`config.mk`:
```
export PLATFORM = sky130hd
export DESIGN_NAME = vn_sqrt
export DESIGN_NICKNAME = d
export VERILOG_FILES = /design/src/rtl/vec3_normalize_top_defines.svh /design/src/rtl/vn_pkg.sv /design/src/rtl/vn_sqrt.sv
export SDC_FILE = /design/constraint.sdc
export NUM_CORES = 1
export LEC_CHECK = 0
export ABC_AREA = 0
export BUFFER_PORTS_ARGS = -buffer_cell sky130_fd_sc_hd__buf_2
export CORE_MARGIN = 5
export CORE_UTILIZATION = 62
export DETAILED_ROUTE_END_ITERATION = 10
export GPL_TIMING_DRIVEN = 0
export PLACE_DENSITY = 0.79
export SYNTH_ARGS = -nofsm -noshare
export SYNTH_HDL_FRONTEND = slang
export SYNTH_SLANG_ARGS = --single-unit
```
`constraint.sdc`:
```
create_clock -name aclk -period 3.1 [get_ports aclk]
set_input_delay 0.155 -clock aclk [delete_from_list [all_inputs] [get_ports aclk]]
set_output_delay 0.155 -clock aclk [all_outputs]
set_load 0.1 [all_outputs]
```
`src/rtl/vec3_normalize_top_defines.svh`:
```
// assertion macros for the vector normalize block
// no dependencies; taken in by the top level only
`ifndef VEC3_NORMALIZE_TOP_DEFINES_SVH
`define VEC3_NORMALIZE_TOP_DEFINES_SVH

// implication checked on every edge outside reset
`define VN_ASSERT_IMP(lbl, ante, cons, msg) \
    lbl: assert property (@(posedge aclk) disable iff (!aresetn) (ante) |-> (cons)) \
        else $error(msg);

// implication with the consequent checked in the next cycle
`define VN_ASSERT_NEXT(lbl, ante, cons, msg) \
    lbl: assert property (@(posedge aclk) disable iff (!aresetn) (ante) |=> (cons)) \
        else $error(msg);

`endif

```
`src/rtl/vn_pkg.sv`:
```
// shared widths and stage payload types for the vector normalize block
// no dependencies
package vn_pkg;

    localparam int IN_W        = 16;
    localparam int FRAC_W      = 14;
    localparam int SUM_W       = 2 * IN_W;
    localparam int ROOT_W      = IN_W;
    localparam int SQRT_STAGES = ROOT_W;
    localparam int QW          = FRAC_W + 1;
    localparam int DIV_STAGES  = QW;
    localparam int DIVD_W      = IN_W + FRAC_W;
    localparam int OUT_W       = 16;

    // component magnitudes and signs riding alongside the root
    typedef struct packed {
        logic [IN_W-1:0] ax;
        logic [IN_W-1:0] ay;
        logic [IN_W-1:0] az;
        logic            nx;
        logic            ny;
        logic            nz;
    } vn_tag_t;

    // what rides alongside the divider lanes
    typedef struct packed {
        logic [ROOT_W-1:0] len;
        logic              zero;
        logic              nx;
        logic              ny;
        logic              nz;
    } vn_side_t;

endpackage

```
`src/rtl/vn_sqrt.sv`:
```
// pipelined integer square root, one root bit per stage
// depends on vn_pkg
module vn_sqrt (
    input  logic                              aclk,
    input  logic [vn_pkg::SQRT_STAGES-1:0]    ld,
    input  logic [vn_pkg::SUM_W-1:0]          sum_in,
    input  vn_pkg::vn_tag_t                   tag_in,
    output logic [vn_pkg::ROOT_W-1:0]         root_out,
    output vn_pkg::vn_tag_t                   tag_out
);
    import vn_pkg::*;

    logic [SUM_W-1:0] n_reg   [SQRT_STAGES];
    logic [SUM_W-1:0] r_reg   [SQRT_STAGES];
    vn_tag_t          tag_reg [SQRT_STAGES];

    genvar i;
    generate
        for (i = 0; i < SQRT_STAGES; i++) begin : g_stage
            logic [SUM_W-1:0] n_prev, r_prev, bitv, n_next, r_next;
            logic [SUM_W:0]   trial;
            vn_tag_t          tag_prev;

            if (i == 0) begin : g_first
                assign n_prev   = sum_in;
                assign r_prev   = '0;
                assign tag_prev = tag_in;
            end else begin : g_rest
                assign n_prev   = n_reg[i-1];
                assign r_prev   = r_reg[i-1];
                assign tag_prev = tag_reg[i-1];
            end

            assign bitv = SUM_W'(1) << (SUM_W - 2 - 2 * i);

            always_comb begin
                trial = {1'b0, r_prev} + {1'b0, bitv};
                if ({1'b0, n_prev} >= trial) begin
                    n_next = n_prev - trial[SUM_W-1:0];
                    r_next = (r_prev >> 1) + bitv;
                end else begin
                    n_next = n_prev;
                    r_next = r_prev >> 1;
                end
            end

            always_ff @(posedge aclk) begin
                if (ld[i]) begin
                    n_reg[i]   <= n_next;
                    r_reg[i]   <= r_next;
                    tag_reg[i] <= tag_prev;
                end
            end
        end
    endgenerate

    assign root_out = r_reg[SQRT_STAGES-1][ROOT_W-1:0];
    assign tag_out  = tag_reg[SQRT_STAGES-1];

endmodule

```
==> results_tabular.tex, run 1 <==
\begin{tabular}{lr}
\hline
Metric & Value \\
\hline
\multicolumn{2}{l}{\textbf{Power}} \\
Maximum resistive drop on vdd & roughly 590 uV \\
Sequential fraction of design power & about 53\% \\
Switching part of the total & 24.5\% \\
Power density over the cells & approximately 740 nW/um2 \\
Clock power share & between 30\% and 40\% \\
Total design power & 46.0 mW \\
Net switching power & $\sim$11 mW \\
Static Leakage & roughly 23 nW \\
Combinational share of power & 10.2\% \\
Design internal power & about 35 mW \\
\multicolumn{2}{l}{\textbf{Setup path}} \\
Sequence of cells on the critical path & or3\_1, or4\_4, a2111oi\_4, o41ai\_4, buf\_4, clkbuf\_1, nor2\_1, a21oi\_1 \\
Sum of buffers and inverters on the critical path & 2 \\
Endpoint required time on the critical path & roughly 3.6 ns \\
Setup Crit Path Kind & reg -> reg \\
Category of the worst setup path launch point & register \\
Max incr delay on CP & roughly 0.52 ns \\
Slowest cell on the critical path & sky130\_fd\_sc\_hd\_\_or3\_1 \\
Top Family by Delay on Critical Path & simple AND/OR/NAND/NOR gates \\
Data arrival time of the worst path & between 3 and 4 ns \\
Maximum fanout count along the critical path & 10 \\
Crit. End Element & register \\
\multicolumn{2}{l}{\textbf{Logic synthesis}} \\
Post-synthesis cell count & 3030 \\
Count of warnings emitted by yosys & 0 \\
Netlist area before placement & 53400 um2 \\
Mean cell area of the mapped netlist & $\sim$18 um2 \\
Register bit total from synthesis & about 1400 \\
Post-synth cell types & 77 \\
Total nets after synthesis & 3280 \\
Proportion of synthesized chip area in sequential cells & slightly above 80\% \\
EDFF count, synth & between 1000 and 1500 \\
Most common flop cell mapped by yosys & sky130\_fd\_sc\_hd\_\_edfxtp\_1 \\
Async set or reset register ratio after synthesis & 0\% \\
\multicolumn{2}{l}{\textbf{Worst hold path}} \\
Kind of path behind the tightest hold check & in -> reg \\
\multicolumn{2}{l}{\textbf{Layout}} \\
ANT cells & 0 \\
Multi-input logic area & roughly 10000 um2 \\
Post-Layout Cell Count & between 4000 and 5000 \\
Final-stage net count & around 3700 \\
Storage element area & roughly 43000 um2 \\
Final cell area excluding filler cells & $\sim$62000 um2 \\
Fill cell instance count of the final layout & 4746 \\
Core occupancy in the finished layout & about three quarters \\
Area Overhead vs Synth & 16.6\% \\
Max reg flops & roughly 820 \\
Share of layout cells above drive strength 1 & between 10\% and 20\% \\
\multicolumn{2}{l}{\textbf{Flow run}} \\
Number of max-capacitance violations reported & 0 \\
\multicolumn{2}{l}{\textbf{Place}} \\
Number of port buffers & $\sim$170 \\
RD Place Congestion & between 0.9 and 1 \\
Placed Instance Area & approximately 56000 um2 \\
Placed wire-length estimate & $\sim$60 mm \\
Placed Cells & 4355 \\
\multicolumn{2}{l}{\textbf{Clocking}} \\
Number of levels in the clock H-tree & 4 \\
Clock tree buffer depth & 3 \\
CTS Root Buffer Type & sky130\_fd\_sc\_hd\_\_clkbuf\_16 \\
Worst-skew pair later-pin latency & roughly 0.77 ns \\
TritonCTS clock tree & yes \\
Clock-pin slew on the worst setup and hold paths & $\sim$0.06 ns \\
CTS sink count & $\sim$1400 \\
Number of CTS-inserted buffers & 140 \\
\multicolumn{2}{l}{\textbf{GRT}} \\
Total congestion overflow & 0 \\
Pin count of the biggest net entering global routing & 85 \\
Number of global-route vias before repair & slightly below 30000 \\
Number of antenna violations at the first check in global routing & 1 \\
GR Util All Layers & $\sim$23\% \\
First-pass GRT wire length & between 150 and 200 mm \\
\multicolumn{2}{l}{\textbf{STA}} \\
Relative slew slack & roughly 41\% \\
Setup violators final & 0 \\
Maximum clock rate & 0.325 GHz \\
Post-Route Skew & around 0.053 ns \\
Minimum period implied by the final worst setup slack & between 3 and 4 ns \\
Final cycle utilization of the critical path & about 100\% \\
Final hold vios & 0 \\
Slew at the pin closest to its max-slew limit & 0.885 ns \\
RSZ-0062 raised after global routing & true \\
Final slew viol count & 0 \\
\multicolumn{2}{l}{\textbf{Route}} \\
Post-route DRC violation count & 0 \\
First drt pass iteration count & 5 \\
Total number of vias & between 20000 and 30000 \\
Violation count after the first detailed-route iteration & $\sim$2500 \\
Wire length after detailed routing & around 110 mm \\
Remaining antenna violation count & 0 \\
Number of vias per cell after detailed routing & between 5 and 6 \\
Wire per inst & around 22 um \\
\multicolumn{2}{l}{\textbf{Status}} \\
Status & finished clean \\
\multicolumn{2}{l}{\textbf{Die}} \\
Y dimension of the die & between 300 and 400 um \\
Initial Util & 62.6\% \\
DIE AREA & about 92000 um2 \\
X dimension of the die & 303 um \\
Core Area & 85300 um2 \\
Std-Cell Rows & around 110 \\
Number of I/O pins & around 170 \\
\hline
\end{tabular}
-- area by class of cell --
class                   count  share of cell area (%)
repair buffers            298                    3.87
plain buffers              26                   0.225
clock buffers             167                    5.89
well taps                1144                    2.30
multi-input cells        1388                    16.1
inverters                 180                    1.09
clock inverters            90                    1.47
flip-flops and latches   1432                    69.0
-- Yosys cell counts, types with 38 or more instances --
master                     count  share of area, %
sky130_fd_sc_hd__edfxtp_1   1432                81
sky130_fd_sc_hd__inv_1       179               1.3
sky130_fd_sc_hd__ha_1        150               3.5
sky130_fd_sc_hd__nand2_1     149               1.0
sky130_fd_sc_hd__nor2_1      126              0.89
sky130_fd_sc_hd__o21ai_0     119               1.1
sky130_fd_sc_hd__a21oi_1     117               1.1
sky130_fd_sc_hd__xnor2_1     100               1.6
sky130_fd_sc_hd__xor2_1       87               1.4
sky130_fd_sc_hd__nor4_1       66              0.77
sky130_fd_sc_hd__nor3_1       62              0.58
sky130_fd_sc_hd__nand2b_1     40              0.47
sky130_fd_sc_hd__o21a_1       38              0.53
-- per-layer routing --
metal	track usage [%]	routed length [um]
met1	25.2	36200
met3	4.21	5390
met4	11.1	5740
met5	0	0
met2	43.6	58300
-- final timing paths --
check / startpoint / endpoint / slack, ns / cells past startpoint
max reg2reg: n_reg[1][58] / n_reg[1][77] / 0.02 / 8
max: n_reg[1][58] / n_reg[1][77] / 0.02 / 8
min reg2reg: tag_reg[0][341] / tag_reg[0][392] / 0.40 / 0
min: ld[15] / r_reg[1][231] / 0.03 / 1
-- power by group through the flow --
stage          Combinational [mW]  Sequential (mW)  Clock, mW
2_1_floorplan                2.60             24.6          0
3_3_place_gp                 3.87             24.5          0
3_5_place_dp                 4.12             24.6          0
4_1_cts                      4.40             24.3       17.1
5_1_grt                      5.07             24.5       18.1
6_report                     4.70             24.4       16.9
-- cells by family (layout without fill, tap and decap cells) --
kind of cell	count (synthesis)	count (layout)	synth area share, %
DFF	1432	1432	80.5
buffers and inverters	210	761	1.52
AOI/OAI and AO/OA	393	393	4.60
xor gates and xnor gates	187	187	3.07
adders and majority gates	150	150	3.51
muxes	23	23	0.476
and+or+nand+nor	635	635	6.29
-- what timing repair did --
item	CTS	global route
pin swaps	3	8
setup endpoints to repair	125	128
setup buffers	5	13
hold endpoints to repair	406	0
hold buffers	99	0
resized for setup	35	70
-- metrics by stage --
step                      hold slack, ns  setup TNS (ns)  setup slack, ns
after global placement             0.333          -12.34           -0.396
after detailed placement           0.333          -15.55           -0.496
after CTS                         0.0720         -0.0360          -0.0265
after floorplan                    0.254               0            0.275
final                             0.0254               0           0.0190
after global routing              0.0466          -0.279          -0.0863
-- cells in the final DEF, fill, tap and decap left out, drive strengths merged, types with 5 or more instances in the layout --
master / n
o31ai: 15
o41ai: 7
nand2b: 40
a21o: 30
inv: 185
nand4b: 5
nor2: 126
ha: 150
nand2: 149
nand3: 33
buf: 212
xnor2: 100
nor2b: 22
clkbuf: 180
nor3b: 5
nor4b: 14
o21a: 38
edfxtp: 1432
and3: 14
or2: 5
nor3: 65
o211ai: 7
a211o: 5
nand4: 22
a21oi: 117
or3: 27
clkinv: 72
o21ai: 122
o21bai: 6
xor2: 87
bufinv: 12
nor4: 67
dlygate4sd3: 99
a31oi: 6
a211oi: 6
nand3b: 8
mux2: 19
or4: 14
(Power assumes the default switching activity.)
==> run 2: changes to the inputs <==
- clock period: 3.1 -> 3.2 ns (I/O delays scaled with it)
==> results_tabular.tex, run 2 (synthesis gave the netlist of run 1 again) <==
\begin{tabular}{lr}
\hline
Metric & Value \\
\hline
\multicolumn{2}{l}{\textbf{STA}} \\
Slew at the pin closest to its max-slew limit & 0.877 ns (was 0.885 ns) \\
Maximum clock rate & 0.315 GHz (was 0.325 GHz) \\
Post-Route Skew & 0.0450 ns (was 0.0534 ns) \\
Minimum period implied by the final worst setup slack & 3.17 ns (was 3.08 ns) \\
Final cycle utilization of the critical path & 99.2\% (was 99.4\%) \\
Final slew viol count & 0 (unchanged) \\
RSZ-0062 raised after global routing & true (unchanged) \\
Relative slew slack & 41.5\% (was 41.0\%) \\
Setup violators final & 0 (unchanged) \\
Final hold vios & 0 (unchanged) \\
\multicolumn{2}{l}{\textbf{Layout}} \\
Final-stage net count & 3706 (was 3716) \\
Share of layout cells above drive strength 1 & 13.6\% (was 14.6\%) \\
Commonest non-fill, non-tap cell in the layout & sky130\_fd\_sc\_hd\_\_edfxtp\_1 (unchanged) \\
Core occupancy in the finished layout & 72.7\% (was 73.0\%) \\
Area Overhead vs Synth & 16.1\% (was 16.6\%) \\
Max reg flops & 816 (unchanged) \\
Commonest cells after routing, fill and taps aside & sky130\_fd\_sc\_hd\_\_edfxtp\_1 (1432), sky130\_fd\_sc\_hd\_\_inv\_1 (179), sky130\_fd\_sc\_hd\_\_buf\_2 (160), sky130\_fd\_sc\_hd\_\_nand2\_1 (149), sky130\_fd\_sc\_hd\_\_ha\_1 (149) (was sky130\_fd\_sc\_hd\_\_edfxtp\_1 (1432), sky130\_fd\_sc\_hd\_\_inv\_1 (179), sky130\_fd\_sc\_hd\_\_buf\_2 (159), sky130\_fd\_sc\_hd\_\_nand2\_1 (149), sky130\_fd\_sc\_hd\_\_ha\_1 (145)) \\
Fill cell instance count of the final layout & 4770 (was 4746) \\
\multicolumn{2}{l}{\textbf{Die}} \\
Std-Cell Rows & 107 (unchanged) \\
Initial Util & 62.6\% (unchanged) \\
Number of I/O pins & 167 (unchanged) \\
Y dimension of the die & 303 um (unchanged) \\
Core Area & 85300 um2 (unchanged) \\
DIE AREA & 92100 um2 (unchanged) \\
X dimension of the die & 303 um (unchanged) \\
\multicolumn{2}{l}{\textbf{Setup path}} \\
Top Family by Delay on Critical Path & simple AND/OR/NAND/NOR gates (unchanged) \\
Category of the worst setup path launch point & register (unchanged) \\
Slowest cell on the critical path & sky130\_fd\_sc\_hd\_\_or4\_4 (was sky130\_fd\_sc\_hd\_\_or3\_1) \\
Endpoint required time on the critical path & 3.68 ns (was 3.56 ns) \\
Sequence of cells on the critical path & or4\_4, or3\_4, or4\_4, a41o\_2, and3b\_1, nor2b\_1, xor2\_1 (was or3\_1, or4\_4, a2111oi\_4, o41ai\_4, buf\_4, clkbuf\_1, nor2\_1, a21oi\_1) \\
Data arrival time of the worst path & 3.65 ns (was 3.54 ns) \\
Crit. End Element & register (unchanged) \\
Sum of buffers and inverters on the critical path & 0 (was 2) \\
Most frequent cell on the critical path & sky130\_fd\_sc\_hd\_\_or4\_4 \\
Max incr delay on CP & 0.59 ns (was 0.52 ns) \\
Maximum fanout count along the critical path & 5 (was 10) \\
Setup Crit Path Kind & reg -> reg (unchanged) \\
\multicolumn{2}{l}{\textbf{Flow run}} \\
Number of max-capacitance violations reported & 0 (unchanged) \\
\multicolumn{2}{l}{\textbf{Power}} \\
Total design power & 44.4 mW (was 46.0 mW) \\
Maximum resistive drop on vdd & 568 uV (was 588 uV) \\
Static Leakage & 22.5 nW (was 22.6 nW) \\
Power density over the cells & 716 nW/um2 (was 739 nW/um2) \\
\multicolumn{2}{l}{\textbf{GRT}} \\
GR Util All Layers & 23.1\% (was 23.2\%) \\
Total congestion overflow & 0 (unchanged) \\
Pin count of the biggest net entering global routing & 85 (unchanged) \\
First-pass GRT wire length & 162 mm (was 163 mm) \\
Number of global-route vias before repair & 28900 (was 29100) \\
Number of antenna violations at the first check in global routing & 0 (was 1) \\
\multicolumn{2}{l}{\textbf{Status}} \\
Status & finished clean (unchanged) \\
\multicolumn{2}{l}{\textbf{Clocking}} \\
CTS sink count & 1432 (unchanged) \\
Clock-pin slew on the worst setup and hold paths & 0.06 ns (about the same) \\
Number of CTS-inserted buffers & 140 (unchanged) \\
Clock tree buffer depth & 3 (unchanged) \\
Number of levels in the clock H-tree & 4 (unchanged) \\
Worst-skew pair later-pin latency & 0.76 ns (was 0.77 ns) \\
CTS Root Buffer Type & sky130\_fd\_sc\_hd\_\_clkbuf\_16 (unchanged) \\
TritonCTS clock tree & yes (unchanged) \\
\multicolumn{2}{l}{\textbf{Route}} \\
Wire per inst & 22.1 um (was 22.3 um) \\
Wire length after detailed routing & 104 mm (was 106 mm) \\
Number of vias per cell after detailed routing & 5.76 (was 5.80) \\
First drt pass iteration count & 6 (was 5) \\
Remaining antenna violation count & 0 (unchanged) \\
Total number of vias & 27200 (was 27400) \\
Post-route DRC violation count & 0 (unchanged) \\
Violation count after the first detailed-route iteration & 2463 (was 2469) \\
\multicolumn{2}{l}{\textbf{Place}} \\
Number of port buffers & 166 (unchanged) \\
RD Place Congestion & 0.948 (unchanged) \\
Placed wire-length estimate & 60.2 mm (unchanged) \\
\multicolumn{2}{l}{\textbf{Worst hold path}} \\
Kind of path behind the tightest hold check & in -> reg (unchanged) \\
\hline
\end{tabular}
[run 2: changes by cell type in the layout (fill, tap and decap cells not counted), sizes merged]
cell and delta:
clkbuf +1, buf -11, clkinv +1, inv -1
diode +1
[run 2: cell type report]
| class | count | area [um2] | area share (%) |
|---|---|---|---|
| antenna | 1 | 2.50 | 0.00404 |
| sequential | 1432 | 43000 | 69.4 |
| tap | 1144 | 1430 | 2.31 |
| multi-input combinational | 1388 | 9810 | 15.8 |
| clock inverter | 90 | 915 | 1.48 |
| buffer | 26 | 134 | 0.216 |
| inverter | 180 | 677 | 1.09 |
| timing repair buffer | 288 | 2330 | 3.77 |
| clock buffer | 167 | 3670 | 5.92 |
[run 2: what timing repair did]
item,CTS,global route
hold endpoints to repair,406,0
pin swaps,2,3
endpoints found under the setup margin,77,86
gates resized for setup,21,36
hold buffers,99,0
setup buffers,5,3
[run 2: final timing paths]
check | start | end | slack (ns) | depth (start not counted)
worst min register to register | tag_reg[1][263] | tag_reg[1][314] | 0.40 | 0
worst min-delay path | ld[15] | r_reg[1][231] | 0.04 | 1
worst max-delay path | n_reg[1][120] | n_reg[1][152] | 0.03 | 7
worst max register to register | n_reg[1][120] | n_reg[1][152] | 0.03 | 7
[run 2: stage by stage]
stage                     setup WS [ns]  area (um2)  TNS (ns)  hold slack, ns  std cells
after detailed placement         -0.396       56100     -8.77           0.338       4355
after floorplan                   0.375       53400         0           0.259       3030
after global routing            -0.0704       62000    -0.240          0.0515       4715
after global placement           -0.296       55700     -6.07           0.338       4340
final                            0.0271       62000         0          0.0386       4716
after CTS                       0.00712       61800         0          0.0770       4715
[run 2: metal layers]
layer  vias to the layer above  share of wire (%)  GRT usage (%)
met5                         -                  0              0
met4                         0                5.4           10.7
met3                       309                5.0           3.98
met2                      1107                 55           43.5
met1                     13300                 34           25.5
li1                      12500                  -              -
[run 2: power by group]
part	switching (mW)	internal (mW)	leakage (nW)
Sequential	0.989	22.6	13.9
Clock	7.09	9.27	2.24
Combinational	2.71	1.68	6.37
Total	10.8	33.6	22.5
